$ cat config.mk
export PLATFORM = sky130hd
export DESIGN_NAME = fts_front
export DESIGN_NICKNAME = d
export VERILOG_FILES = /design/src/sv/fts_pkg.sv /design/src/sv/fts_front.sv
export SDC_FILE = /design/constraint.sdc
export NUM_CORES = 1
export LEC_CHECK = 0
export BUFFER_PORTS_ARGS = -buffer_cell sky130_fd_sc_hd__buf_2
export CAP_MARGIN = 20
export CELL_PAD_IN_SITES_DETAIL_PLACEMENT = 1
export CELL_PAD_IN_SITES_GLOBAL_PLACEMENT = 1
export CORE_MARGIN = 5
export CORE_UTILIZATION = 46
export DETAILED_ROUTE_END_ITERATION = 10
export MAX_ROUTING_LAYER = met4
export PLACE_DENSITY_LB_ADDON = 0.1
export REMOVE_ABC_BUFFERS = 1
export SKIP_CTS_REPAIR_TIMING = 1
export SLEW_MARGIN = 30
export SYNTH_ARGS = -nofsm -noshare
export SYNTH_HDL_FRONTEND = slang
export SYNTH_SLANG_ARGS = --single-unit
$ cat constraint.sdc
create_clock -name clk -period 5.6 [get_ports clk]
set_clock_uncertainty 0.2 [all_clocks]
set_input_delay 0.84 -clock clk [delete_from_list [all_inputs] [get_ports clk]]
set_output_delay 0.84 -clock clk [all_outputs]
set_load 0.05 [all_outputs]
$ cat src/sv/fts_pkg.sv
// ----------------------------------------------------------------------------
// fts_pkg
// shared constants, types and codes of the frame time window statistics block
// ----------------------------------------------------------------------------
`timescale 1ns / 1ps

package fts_pkg;

	localparam int WINDOW_DEPTH = 128;
	localparam int ADDR_W       = $clog2(WINDOW_DEPTH);
	localparam int CNT_W        = $clog2(WINDOW_DEPTH + 1);

	localparam int SAMPLE_W = 24;
	localparam int LEAST_W  = 18;
	localparam int RATE_W   = 20;
	localparam int SPREAD_W = 32;
	localparam int STEADY_W = 9;
	localparam int GRADE_W  = 3;
	localparam int HELD_W   = 8;
	localparam int TARGET_W = 10;

	localparam int SUM_W = SAMPLE_W + ADDR_W;
	localparam int VN_W  = SAMPLE_W + CNT_W;
	localparam int DAB_W = VN_W + ADDR_W;
	localparam int DSQ_W = 2 * SAMPLE_W + ADDR_W;
	localparam int P_W   = CNT_W + SUM_W;

	localparam int DIV_DVD_W = 64;
	localparam int DIV_DSR_W = P_W + 1;
	localparam int DIV_CNT_W = $clog2(DIV_DVD_W);

	localparam logic [LEAST_W-1:0]  LEAST_CAP   = 18'd256000;
	localparam logic [RATE_W-1:0]   RATE_MAX    = 20'hFFFFF;
	localparam logic [31:0]         RATE_NUM    = 32'd65536000;
	localparam logic [SPREAD_W-1:0] SPREAD_MAX  = 32'hFFFF_FFFF;
	localparam logic [STEADY_W-1:0] STEADY_ONE  = 9'd256;
	localparam logic [TARGET_W-1:0] TARGET_INIT = 10'd60;
	localparam int                  AVG_ROUND   = 5;
	localparam int                  MIN_STATS_N = 10;

	// divide by ten through a reciprocal: (x * AVG_RECIP) >> AVG_SHIFT
	localparam int                  AVG_NUM_W   = RATE_W + 4;
	localparam logic [31:0]         AVG_RECIP   = 32'hCCCC_CCCD;
	localparam int                  AVG_SHIFT   = 35;

	// register index decoded from the word address bit
	localparam logic REG_TARGET = 1'b0;

	localparam logic [GRADE_W-1:0] GRADE_A = 3'd0;
	localparam logic [GRADE_W-1:0] GRADE_B = 3'd1;
	localparam logic [GRADE_W-1:0] GRADE_C = 3'd2;
	localparam logic [GRADE_W-1:0] GRADE_D = 3'd3;
	localparam logic [GRADE_W-1:0] GRADE_F = 3'd4;

	typedef enum logic [2:0] {
		OP_MEAN,
		OP_INST,
		OP_SPREAD,
		OP_STEADY
	} div_op_t;

	typedef struct packed {
		logic [SAMPLE_W-1:0] sample;
		logic                zero;
	} item_t;

	typedef struct packed {
		logic [SAMPLE_W-1:0] mean_time;
		logic [LEAST_W-1:0]  least_time;
		logic [SAMPLE_W-1:0] greatest_time;
		logic [RATE_W-1:0]   smoothed_rate;
		logic [SPREAD_W-1:0] spread;
		logic [STEADY_W-1:0] steadiness;
		logic                spike_seen;
		logic [GRADE_W-1:0]  grade;
		logic [HELD_W-1:0]   held_count;
	} res_t;

endpackage

$ cat src/sv/fts_front.sv
// ----------------------------------------------------------------------------
// fts_front
// request intake: tags zero samples and queues them for the back end
// ----------------------------------------------------------------------------
`timescale 1ns / 1ps

module fts_front (
	input  logic                          clk,
	input  logic                          arst_n,
	input  logic                          sample_valid,
	output logic                          sample_ready,
	input  logic [fts_pkg::SAMPLE_W-1:0]  sample_time,
	output logic                          head_valid,
	output fts_pkg::item_t                head,
	input  logic                          pop
);
	import fts_pkg::*;

	item_t      slot_q [2];
	logic       wr_ptr_q;
	logic       rd_ptr_q;
	logic [1:0] fill_q;
	logic       push;
	logic       take;

	assign sample_ready = fill_q != 2'd2;
	assign head_valid   = fill_q != 2'd0;
	assign head         = slot_q[rd_ptr_q];
	assign push         = sample_valid && sample_ready;
	assign take         = pop && head_valid;

	always_ff @(posedge clk) begin
		if (push) begin
			slot_q[wr_ptr_q].sample <= sample_time;
			slot_q[wr_ptr_q].zero   <= sample_time == '0;
		end
	end

	always_ff @(posedge clk or negedge arst_n) begin
		if (!arst_n) begin
			wr_ptr_q <= 1'b0;
			rd_ptr_q <= 1'b0;
			fill_q   <= 2'd0;
		end else begin
			if (push) wr_ptr_q <= !wr_ptr_q;
			if (take) rd_ptr_q <= !rd_ptr_q;
			case ({push, take})
				2'b10:   fill_q <= fill_q + 2'd1;
				2'b01:   fill_q <= fill_q - 2'd1;
				default: fill_q <= fill_q;
			endcase
		end
	end

endmodule

=== Yosys cells after proc, flatten, opt, wreduce, memory -nomap -nowiden ===
Memories as Yosys holds them, arrays and structs flattened.
Index checks and enable logic that the tools add are counted.

* Bits in registers: 4
* Memory bits (writable): 50
* Input bits: 28
* Output and inout bits: 27
* Logic and storage cells: 19
* Memories kept: 1

{| class="wikitable"
|+ Memory list
! name !! words !! width !! rd ports !! clocked after Yosys merged registers in !! write ports !! line !! text
|-
| slot_q || 2 || 25 || 1 || 0 || 1 || fts_front.sv:19 || <nowiki>item_t slot_q [2];</nowiki>
|}

* Add/sub/neg operators: 2
* Equal/unequal tests: 3
* Multiplexer cells: 3
* Reductions and logical operators: 7

{| class="wikitable"
|+ Operators by type and width
! operator !! count
|-
| logical NOT 24 bit || 1
|-
| one-hot mux 2 bit (2 select lines) || 1
|-
| nonzero test 2 bit || 2
|-
| adder 2 x 1 -> 2 bit, second input constant || 1
|-
| == test 2 x 1 -> 1 bit, second input constant || 1
|-
| == test 2 bit, second input constant || 1
|-
| logical AND 1 bit || 2
|-
| logical NOT 1 bit || 2
|-
| two-way mux 1 bit || 2
|-
| inequality test 2 bit, second input constant || 1
|-
| subtractor 2 x 1 -> 2 bit, second input constant || 1
|}

=== Longest topological paths before layout ===
Gate-level depths: netlist of the first run.

* Depth in word-level cells: 4
* Gate-level depth with buffers: 6
* Mapped depth without buffers: 6

=== Worst setup path after synthesis of the first run ===
Ideal clock, no wire load.

* Kind: register to register
* Start: register fill_q[0]
* End: memory slot_q[0][0] (netlist bit) (enable)
* Library setup time: 0.407 ns
* Arrival time: 2.146 ns
* Required time: 4.993 ns
* Slack: 2.848 ns
* Stages on the path, launching flop included: 4
* Buffers on the path: 0
* Period minus slack after synthesis: 2.752 ns
* Cells stage by stage: dfrtp_1 nand2b_1 nand2_1 nor2_1

* Cells in the longest elaborated chain, start to end: 4

{| class="wikitable"
|+ RTL lines
! item !! line !! text
|-
| start, declared || fts_front.sv:22 || <nowiki>logic [1:0] fill_q;</nowiki>
|-
| start signal, assigned || fts_front.sv:48 || <nowiki>2'b10: fill_q <= fill_q + 2'd1;</nowiki>
|-
| start signal, assigned || fts_front.sv:49 || <nowiki>2'b01: fill_q <= fill_q - 2'd1;</nowiki>
|-
| start signal, assigned || fts_front.sv:50 || <nowiki>default: fill_q <= fill_q;</nowiki>
|-
| inequality test 2 bit || fts_front.sv:26 || <nowiki>assign sample_ready = fill_q != 2'd2;</nowiki>
|-
| via sample_ready || fts_front.sv:11 || <nowiki>output logic sample_ready,</nowiki>
|-
| logical AND 1 bit || fts_front.sv:29 || <nowiki>assign push = sample_valid && sample_ready;</nowiki>
|-
| two-way mux 1 bit || fts_front.sv:33 || <nowiki>if (push) begin</nowiki>
|-
| two-way mux 1 bit (not written as such) || fts_front.sv:35 || <nowiki>slot_q[wr_ptr_q].zero <= sample_time == '0;</nowiki>
|-
| end, declared || fts_front.sv:19 ||
|}

The timed path passes the listed nets, and every way through them passes these cells.

==> results of run 1 <==
==> cells in the mapped netlist <==
library cell	n	area [sq um]
edfxtp_1	50	1501
dfrtp_1	4	100.1
buf_6	3	33.78
nor4_1	6	37.54
nor2_1	3	11.26
nand2b_1	1	6.260
xnor2_1	3	26.28
xor2_1	2	17.52
mux2_2	24	270.3
or2_1	1	6.260
and2_4	1	8.760
nand2_1	2	7.510
mux2_4	1	15.01
nand4_1	1	6.260
ha_1	1	12.51
and3_1	1	6.260
==> state kept, by name, indices dropped and copies added (netlist names) <==
name	count
fill_q	2
wr_ptr_q	1
slot_q	50
rd_ptr_q	1
==> per-layer routing <==
metal / track usage / part of all wire
met5: - / 0
met3: 0.04333 / 0.045
met2: 0.2564 / 0.56
met1: 0.1534 / 0.38
met4: 0.06186 / 0.018
==> final cells by class <==
class                           instances  area, sq um  share of cell area
Multi-Input combinational cell         47        435.4              0.1767
Tap cell                               52        65.06             0.02640
Clock inverter                          2        15.01            0.006091
Clock buffer                            5        68.82             0.02792
Sequential cell                        54         1603              0.6503
Timing Repair Buffer                   55        277.8              0.1127
==> report_power, final <==
part / leakage, nW / total, mW / switching [mW] / internal, mW
sequential: 0.511 / 0.624 / 0.0692 / 0.555
combinational: 0.366 / 0.635 / 0.449 / 0.186
clock: 0.0362 / 0.202 / 0.117 / 0.0854
total: 0.913 / 1.46 / 0.635 / 0.826
==> stage by stage <==
stage	setup WS, ns	hold slack (ns)	instance area (sq um)
after floorplan	2.848	0.2564	2033
after global placement	2.830	0.2777	2379
after detailed placement	3.176	0.2949	2381
final	2.854	0.1307	2465
after CTS	2.829	0.1204	2465
after global routing	2.769	0.1141	2465
==> worst max-delay path: cells and delay by family (launching register included) <==
family | cells | cell delay (ns)
buffers and inverters | 1 | 0.21
flip-flops | 1 | 0.77
multiplexers | 1 | 0.42
==> logic make-up after synthesis <==
| logic type | Yosys count |
|---|---|
| buffers and inverters | 3 |
| AND/OR/NAND/NOR | 16 |
| multiplexers | 25 |
| flip-flops | 54 |
| XOR/XNOR | 5 |
| adder cells (fa/ha/maj) | 1 |
==> how the worst max path moves through the flow <==
stage / endpoint / cells past startpoint
after floorplan: slot_q[0][0] / 3
after global placement: head[23] / 2
after detailed placement: head[2] / 2
after CTS: head[2] / 2
after global routing: head[4] / 2
final: head[1] / 2
==> metrics.md, run 1 <==
| Metric | Value |
|---|---|
| Compound-Gate Fraction of Synth Area | `0` |
| Via count of the routed design | `~1,100` |
| Placed insts | `roughly 210` |
| Period utilization | `0.4903` |
| Crit-path max FO | `26` |
| Longest Clk Path Bufs | `2` |
| Reg-to-reg endpoint | `slot_q[0][6]` |
| Placer Congestion | `between 0.6 and 0.7` |
| Most frequent cells in the layout | `buf_2, edfxtp_1, mux2_2` |
| Die Y | `about 77 um` |
| Most common cell after layout, fill and taps aside | `buf_2` |
| Initial core utilization | `0.4747` |
| Maxcap violations | `0` |
| Post-Route Utilization | `0.5661` |
| Final ANT Viol Nets | `0` |
| Setup violations, final | `0` |
| Crit path arrival time | `approximately 1.7 ns` |
| RR Startpoint | `fill_q[0]` |
| Peak per-stage delay on the critical path | `slightly below 0.8 ns` |
| Non-Filler Instances | `around 220` |
| Crit path time final | `~2.7 ns` |
| Register area share after synthesis | `0.7748` |
| Worst VDD drop | `roughly 0.30 mV` |
| Synth Area per Inst | `between 15 and 20 sq um` |
| Clock Sinks | `54` |
| Vias in the first global route | `1,240` |
| CP endpoint kind | `output port` |
| Routed WL | `3992 um` |
| Initial drt markers | `53` |
| Overall Power | `roughly 1.5 mW` |
| Cell Area, Synth | `approximately 2100 sq um` |
| Slew Viols, Final | `0` |
| Clock Pin Slew Worst Setup and Hold Paths | `about 0.08 ns` |
| Layout cell share with drive strength beyond 1 | `0.5583` |
| CP max stage cell | `dfrtp_2` |
| Unrepaired setup endpoints after global routing | `false` |
| Antenna cells | `0` |
| Core Area | `between 4000 and 5000 sq um` |
| Synth warnings | `0` |
| IO buf count | `between 50 and 60` |
| DR WL/cell | `between 15 and 20 um` |
| Clk root buf | `clkbuf_8` |
| Die width | `approximately 77 um` |
| Crit Path Class | `reg2out` |
| Power Density | `592.7 nW/um^2` |
| Worst reg2reg setup slack | `approximately 3.8 ns` |
| Hold Crit Class | `in2async` |
| CP required | `between 4 and 5 ns` |
| First-pass GRT wire length | `6382 um` |
| Detailed-route DRC error count | `0` |
| Multiplexer area fraction after synthesis | `0.1380` |
| Slew at the pin closest to its max-slew limit | `around 0.62 ns` |
| Largest net degree at the start of global routing | `27` |
| Skew-Pair Late Insertion Delay | `a little under 0.3 ns` |
| Adder-cell share of the synthesized area | `0.006053` |
| Critical path launch point | `rd_ptr_q` |
| Area delta synth->final | `19.25%` |
| Fmax | `364.2 MHz` |
| Post-synthesis register bit count | `54` |
| # nets final | `roughly 190` |
| Rows | `24` |
| Hold Vio Cnt, Final | `0` |
| Cell count after synthesis | `104` |
| CP Launch Type | `register` |
| Netlist cell types | `16` |
| DR pass1 iterations | `4` |
| Status | `completed` |
| CTS H-tree lvls | `2` |
| Synth Area in XOR/XNOR | `0.02119` |
| Via density | `about 5.2` |
| Fillers | `between 400 and 500` |
| CTS tree | `done` |
| Die area | `just under 6000 sq um` |
| Largest family of logic cells by synthesized area | `multiplexers` |
| Relative slew slack | `0.5887` |
| Critical path, cell by cell | `mux2_2 -> buf_2` |
| Lkg Pwr | `between 0.9 and 1 nW` |
| Aggregate global-route resource usage | `0.1467` |
| TritonCTS Buffers | `5` |
| DP HPWL | `2935 um` |
| Post-synthesis simple-gate area fraction | `0.04358` |
| Initial antenna violation count | `0` |
| Ports | `between 50 and 60` |
| Reg2Reg Depth | `4` |
| Fin Setup TNS | `0 ns` |
| Grt ovf | `0` |
No activity file was read; power rests on OpenSTA's default activity.
==> run 2, diff against run 1 <==
--- a/config.mk
+++ b/config.mk
@@ -5,12 +5,13 @@
 export SDC_FILE = /design/constraint.sdc
 export NUM_CORES = 1
 export LEC_CHECK = 0
+export ABC_AREA = 1
 export BUFFER_PORTS_ARGS = -buffer_cell sky130_fd_sc_hd__buf_2
 export CAP_MARGIN = 20
 export CELL_PAD_IN_SITES_DETAIL_PLACEMENT = 1
 export CELL_PAD_IN_SITES_GLOBAL_PLACEMENT = 1
 export CORE_MARGIN = 5
-export CORE_UTILIZATION = 46
+export CORE_UTILIZATION = 37
 export DETAILED_ROUTE_END_ITERATION = 10
 export MAX_ROUTING_LAYER = met4
 export PLACE_DENSITY_LB_ADDON = 0.1
==> constraint.sdc (replaced) <==
create_clock -name clk -period 2.5 [get_ports clk]
set_clock_uncertainty 0.2 [all_clocks]
set_input_delay 0.375 -clock clk [delete_from_list [all_inputs] [get_ports clk]]
set_output_delay 0.375 -clock clk [all_outputs]
set_load 0.05 [all_outputs]
==> run 2 against run 1 <==
Hold slack lost 0.061 ns; register-to-register slack lost 3.1 ns; flip-flop and latch count is the same; synthesized area grew 4.4%; synthesized cell count grew 70%; die area grew 26%; largest power group unchanged; highest routed layer unchanged.
==> metrics.md, run 2 <==
| Metric | Value |
|---|---|
| Register area share after synthesis | `0.7420` |
| Rows | `27` |
| Die area | `7461 sq um` |
| # nets final | `267` |
| Fmax | `456.2 MHz` |
| Fillers | `around 630` |
| Power Density | `1394 nW/um^2` |
| CP endpoint kind | `output port` |
| CP max stage cell | `dfrtp_1` |
| Setup violations, final | `0` |
| CTS H-tree lvls | `2` |
| Relative slew slack | `0.4898` |
| Most used cell, CP | `nand2_1` |
| Share of flip-flops with an asynchronous set or reset | `0.07407` |
| Die Y | `between 80 and 90 um` |
| CP Launch Type | `register` |
| Clock Sinks | `between 50 and 60` |
| Crit-path leading delay family | `flip-flops` |
| Crit path time final | `between 2 and 2.5 ns` |
| Clock Pin Slew Worst Setup and Hold Paths | `around 0.1 ns` |
| Peak per-stage delay on the critical path | `between 0.6 and 0.7 ns` |
| Ports | `55` |
| Core Area | `around 5600 sq um` |
| Grt ovf | `0` |
| Period utilization | `0.8769` |
| Hold Vio Cnt, Final | `0` |
| Cell Area, Synth | `2158 sq um` |
| Initial core utilization | `0.3872` |
| Hold Crit Class | `in2reg` |
| Netlist cell types | `18` |
| Top Registers | `slot_q: 50 flops, fill_q: 2 flops` |
| Detailed-route DRC error count | `0` |
| Biggest register | `slot_q` |
| Crit path buf inv count | `2` |
| Largest cells by area after synthesis | `edfxtp_1, nand2_1, dfrtp_1` |
| Area delta synth->final | `21.33%` |
| Most frequent cells in the layout | `nand2_1, buf_2, edfxtp_1` |
| Clk root buf | `clkbuf_8` |
| Most frequent cell after synthesis | `nand2_1` |
| Fin Setup TNS | `0 ns` |
| Placer Congestion | `~0.73` |
| Critical path, cell by cell | `buf_4 -> nand2_1 -> nand2_1 -> buf_2` |
| Synth warnings | `0` |
| Synth area leader | `edfxtp_1` |
| Final ANT Viol Nets | `0` |
| CP required | `about 1.9 ns` |
| DR pass1 iterations | `4` |
| CTS tree | `done` |
| Most common cell after layout, fill and taps aside | `nand2_1` |
| Main flop type after synthesis | `edfxtp_1` |
| Slew at the pin closest to its max-slew limit | `about 0.76 ns` |
| Status | `completed` |
| Initial antenna violation count | `0` |
| Routed WL | `roughly 4700 um` |
| Crit path arrival time | `1.62 ns` |
| Synth Area per Inst | `~12 sq um` |
| Post-synth EDFFs | `50` |
| Vias in the first global route | `about 1,600` |
| Post-synth top area share | `0.6957` |
| Via count of the routed design | `1,415` |
| Cell count after synthesis | `between 150 and 200` |
| Skew-Pair Late Insertion Delay | `~0.30 ns` |
| DP HPWL | `approximately 3400 um` |
| TritonCTS Buffers | `5` |
| Initial drt markers | `42` |
| Final hold slack | `between 0.06 and 0.07 ns` |
| Slew Viols, Final | `0` |
| Longest Clk Path Bufs | `2` |
| Largest net degree at the start of global routing | `27` |
| Aggregate global-route resource usage | `0.1340` |
| DR WL/cell | `roughly 15 um` |
| Layout cell share with drive strength beyond 1 | `0.3096` |
| Worst VDD drop | `0.5690 mV` |
| IO buf count | `between 50 and 60` |
| Die width | `86.38 um` |
| First-pass GRT wire length | `~7400 um` |
| Post-synthesis register bit count | `54` |
| Max reg flops | `50` |
| Crit-path max FO | `11` |
| Crit Path Class | `reg2out` |
| Post-synth top cells | `nand2_1, edfxtp_1, nor2_1` |
| Antenna cells | `0` |
| Lkg Pwr | `roughly 1.1 nW` |
| Via density | `around 4.5` |
| Maxcap violations | `0` |
| Unrepaired setup endpoints after global routing | `false` |
## run 2: worst paths after layout
check	startpoint	endpoint	slack [ns]	depth (start not counted)
setup / recovery	rd_ptr_q	head[20]	0.31	4
hold / removal	sample_time[3]	slot_q[0][4]	0.07	1
setup reg to reg	fill_q[0]	slot_q[1][7]	0.69	4
hold reg to reg	fill_q[0]	fill_q[0]	0.34	1
max in group asynchronous	arst_n	fill_q[0]	1.77	2
min in group asynchronous	arst_n	fill_q[1]	0.20	2
## run 2: layout make-up
class | count | area, sq um | area share
flip-flops and latches | 54 | 1602 | 0.6116
inverters | 7 | 31.28 | 0.01194
clock inverters | 2 | 37.54 | 0.01433
well taps | 72 | 90.09 | 0.03440
multi-input cells | 111 | 475.5 | 0.1816
clock buffers | 6 | 72.57 | 0.02771
repair buffers | 59 | 310.3 | 0.1185
## run 2: per-layer routing
layer  track usage  share of wire
met1        0.1481           0.40
met2        0.2385           0.53
met3       0.03327          0.054
met4       0.03824          0.011
met5             -              0
## run 2: stage by stage
stage,worst slack (ns),instance area [sq um],util,instances,power [mW]
after floorplan,0.1293,2106,-,172,2.631
after global placement,0.7007,2499,0.4483,302,3.074
after detailed placement,0.6190,2499,0.4483,302,3.129
after CTS,0.2688,2609,0.4680,310,3.708
after global routing,0.1745,2619,0.4698,311,3.860
final,0.3078,2619,0.4698,311,3.650
## run 2: cell families (layout without fill, tap and decap cells)
group / Yosys count / after routing / synth area share
AO/OA/AOI/OAI: 1 / 1 / 0.002317
XOR/XNOR: 3 / 3 / 0.01218
adder cells (fa/ha/maj): 1 / 1 / 0.005796
buffers and inverters: 12 / 74 / 0.03884
flip-flops: 54 / 54 / 0.7420
AND/OR/NAND/NOR: 106 / 106 / 0.1988
## run 2: where the power goes
part           internal, mW  switching, mW
registers              1.24          0.104
clock network         0.299          0.283
logic                 0.366           1.36
==> run 3, diff against run 2 <==
--- a/config.mk
+++ b/config.mk
@@ -10,6 +10,7 @@
 export CAP_MARGIN = 20
 export CELL_PAD_IN_SITES_DETAIL_PLACEMENT = 1
 export CELL_PAD_IN_SITES_GLOBAL_PLACEMENT = 1
+export CORE_ASPECT_RATIO = 0.5
 export CORE_MARGIN = 5
 export CORE_UTILIZATION = 37
 export DETAILED_ROUTE_END_ITERATION = 10
==> run 3 against run 2 <==
Non-clock buffer count is the same; setup slack gained 0.17 ns; routed wire length shrank 7.0%; hold slack gained 0.024 ns; final area grew 1.8%; register-to-register slack gained 0.11 ns; sequential power is essentially flat; clock power grew 13%.
==> metrics.md, run 3 (synthesis results as in run 2) <==
| Metric | Value |
|---|---|
| Status | `completed` |
| Critical path launch point | `rd_ptr_q` |
| Area delta synth->final | `23.48%` |
| DR WL/cell | `roughly 14 um` |
| Fin Setup TNS | `0 ns` |
| Slew at the pin closest to its max-slew limit | `roughly 0.47 ns` |
| Vias in the first global route | `1,517` |
| Layout cell share with drive strength beyond 1 | `0.3096` |
| Reg2Reg Depth | `5` |
| Hold Crit Class | `in2reg` |
| Rows | `19` |
| Initial drt markers | `11` |
| Die Y | `roughly 64 um` |
| Crit path arrival time | `1.45 ns` |
| Slew Viols, Final | `0` |
| Clock Sinks | `54` |
| Biggest register | `slot_q` |
| Via density | `between 4 and 5` |
| Die area | `about 7600 sq um` |
| # nets final | `between 200 and 300` |
| Longest Clk Path Bufs | `2` |
| Lkg Pwr | `around 1.2 nW` |
| CP required | `1.92 ns` |
| Antenna cells | `0` |
| Relative slew slack | `0.6867` |
| Routed WL | `between 4000 and 5000 um` |
| Ports | `55` |
| Core Area | `between 5000 and 6000 sq um` |
| Crit Path Class | `reg2out` |
| IO buf count | `between 50 and 60` |
| Fillers | `640` |
| CP endpoint kind | `output port` |
| Die width | `118.0 um` |
| Crit path time final | `between 2 and 2.5 ns` |
| Clk root buf | `clkbuf_16` |
| Fmax | `just under 500 MHz` |
| Setup violations, final | `0` |
| Met2 WL | `between 2000 and 2500 um` |
| CP Launch Type | `register` |
| Crit-path max FO | `26` |
| CTS tree | `done` |
| Area post-placement | `approximately 2500 sq um` |
| DR WL met3 | `between 150 and 200 um` |
| Final ANT Viol Nets | `0` |
| Fin worst setup slack | `about 0.47 ns` |
| DP Worst Slack | `between 0.7 and 0.8 ns` |
| Multi-input logic area | `475.5 sq um` |
| Unrepaired setup endpoints after global routing | `false` |
| Via count of the routed design | `about 1,400` |
| Detailed-route DRC error count | `0` |
| Top Registers | `slot_q: 50 flops, fill_q: 2 flops` |
| Worst VDD drop | `0.6685 mV` |
| TritonCTS Buffers | `5` |
| Register area | `between 1500 and 2000 sq um` |
| Max reg flops | `50` |
| RR Startpoint | `fill_q[0]` |
| Skew-Pair Late Insertion Delay | `around 0.28 ns` |
| Initial antenna violation count | `0` |
| Finished Cell Area | `roughly 2700 sq um` |
| Placer Congestion | `roughly 0.77` |
| Period utilization | `0.8102` |
| Most common cell after layout, fill and taps aside | `nand2_1` |
| Worst Hold Launch | `sample_time[20]` |
| Aggregate global-route resource usage | `0.1265` |
| Initial core utilization | `0.3880` |
| First-pass GRT wire length | `between 7000 and 8000 um` |
| Clock Pin Slew Worst Setup and Hold Paths | `approximately 0.060 ns` |
| DR pass1 iterations | `4` |
| Final hold slack | `about 0.094 ns` |
| Met1 Wirelength | `1977 um` |
| DP HPWL | `roughly 3200 um` |
| Most frequent cells in the layout | `nand2_1, buf_2, edfxtp_1` |
| Hold Vio Cnt, Final | `0` |
| Power Density | `approximately 1400 nW/um^2` |
| Grt ovf | `0` |
| Hold path depth | `1` |
| Top sig layer | `met4` |
| CTS H-tree lvls | `2` |
| Maxcap violations | `0` |
| Largest net degree at the start of global routing | `27` |
==> run 3: changes by cell type in the layout (fill, tap and decap cells not counted), sizes merged <==
cell,delta
clkinv,+2
bufinv,-1
clkinvlp,-1
==> run 3: worst paths after layout <==
check,slack [ns],endpoint
max,0.47,head[15]
min,0.09,slot_q[0][21]
max reg2reg,0.80,slot_q[1][17]
min reg2reg,0.33,fill_q[0]
max in group asynchronous,1.75,fill_q[0]
min in group asynchronous,0.22,wr_ptr_q
==> run 3: per-stage QoR <==
stage,power (mW),utilization,cells
4_1_cts,3.793,0.4773,311
3_3_place_gp,3.100,0.4516,303
6_report,3.726,0.4791,312
2_1_floorplan,2.631,-,172
3_5_place_dp,3.130,0.4516,303
5_1_grt,3.957,0.4791,312
==> run 3: layout make-up <==
type                    instances  share of cell area
clock inverters                 2            0.005164
flip-flops and latches         54              0.6009
multi-input cells             111              0.1784
well taps                      73             0.03427
clock buffers                   6             0.04836
repair buffers                 59              0.1211
inverters                       7             0.01174
==> run 3: worst max-delay path, stage by stage, from the launching register on <==
cell,delay [ns]
dfrtp_1,0.48
inv_6,0.23
nand2_1,0.09
nand2_1,0.10
buf_2,0.27
==> run 3: where the power goes <==
group / switching [mW] / total, mW / internal, mW / leakage, nW
clock: 0.285 / 0.656 / 0.371 / 0.0708
sequential: 0.0862 / 1.32 / 1.24 / 0.511
combinational: 1.36 / 1.75 / 0.381 / 0.576
total: 1.74 / 3.73 / 1.99 / 1.16
==> run 3: layer usage <==
metal  GRT usage  up-vias
met3     0.04053        4
li1            -      700
met1      0.1476      680
met5           -        -
met2      0.2077       30
met4     0.04721        0
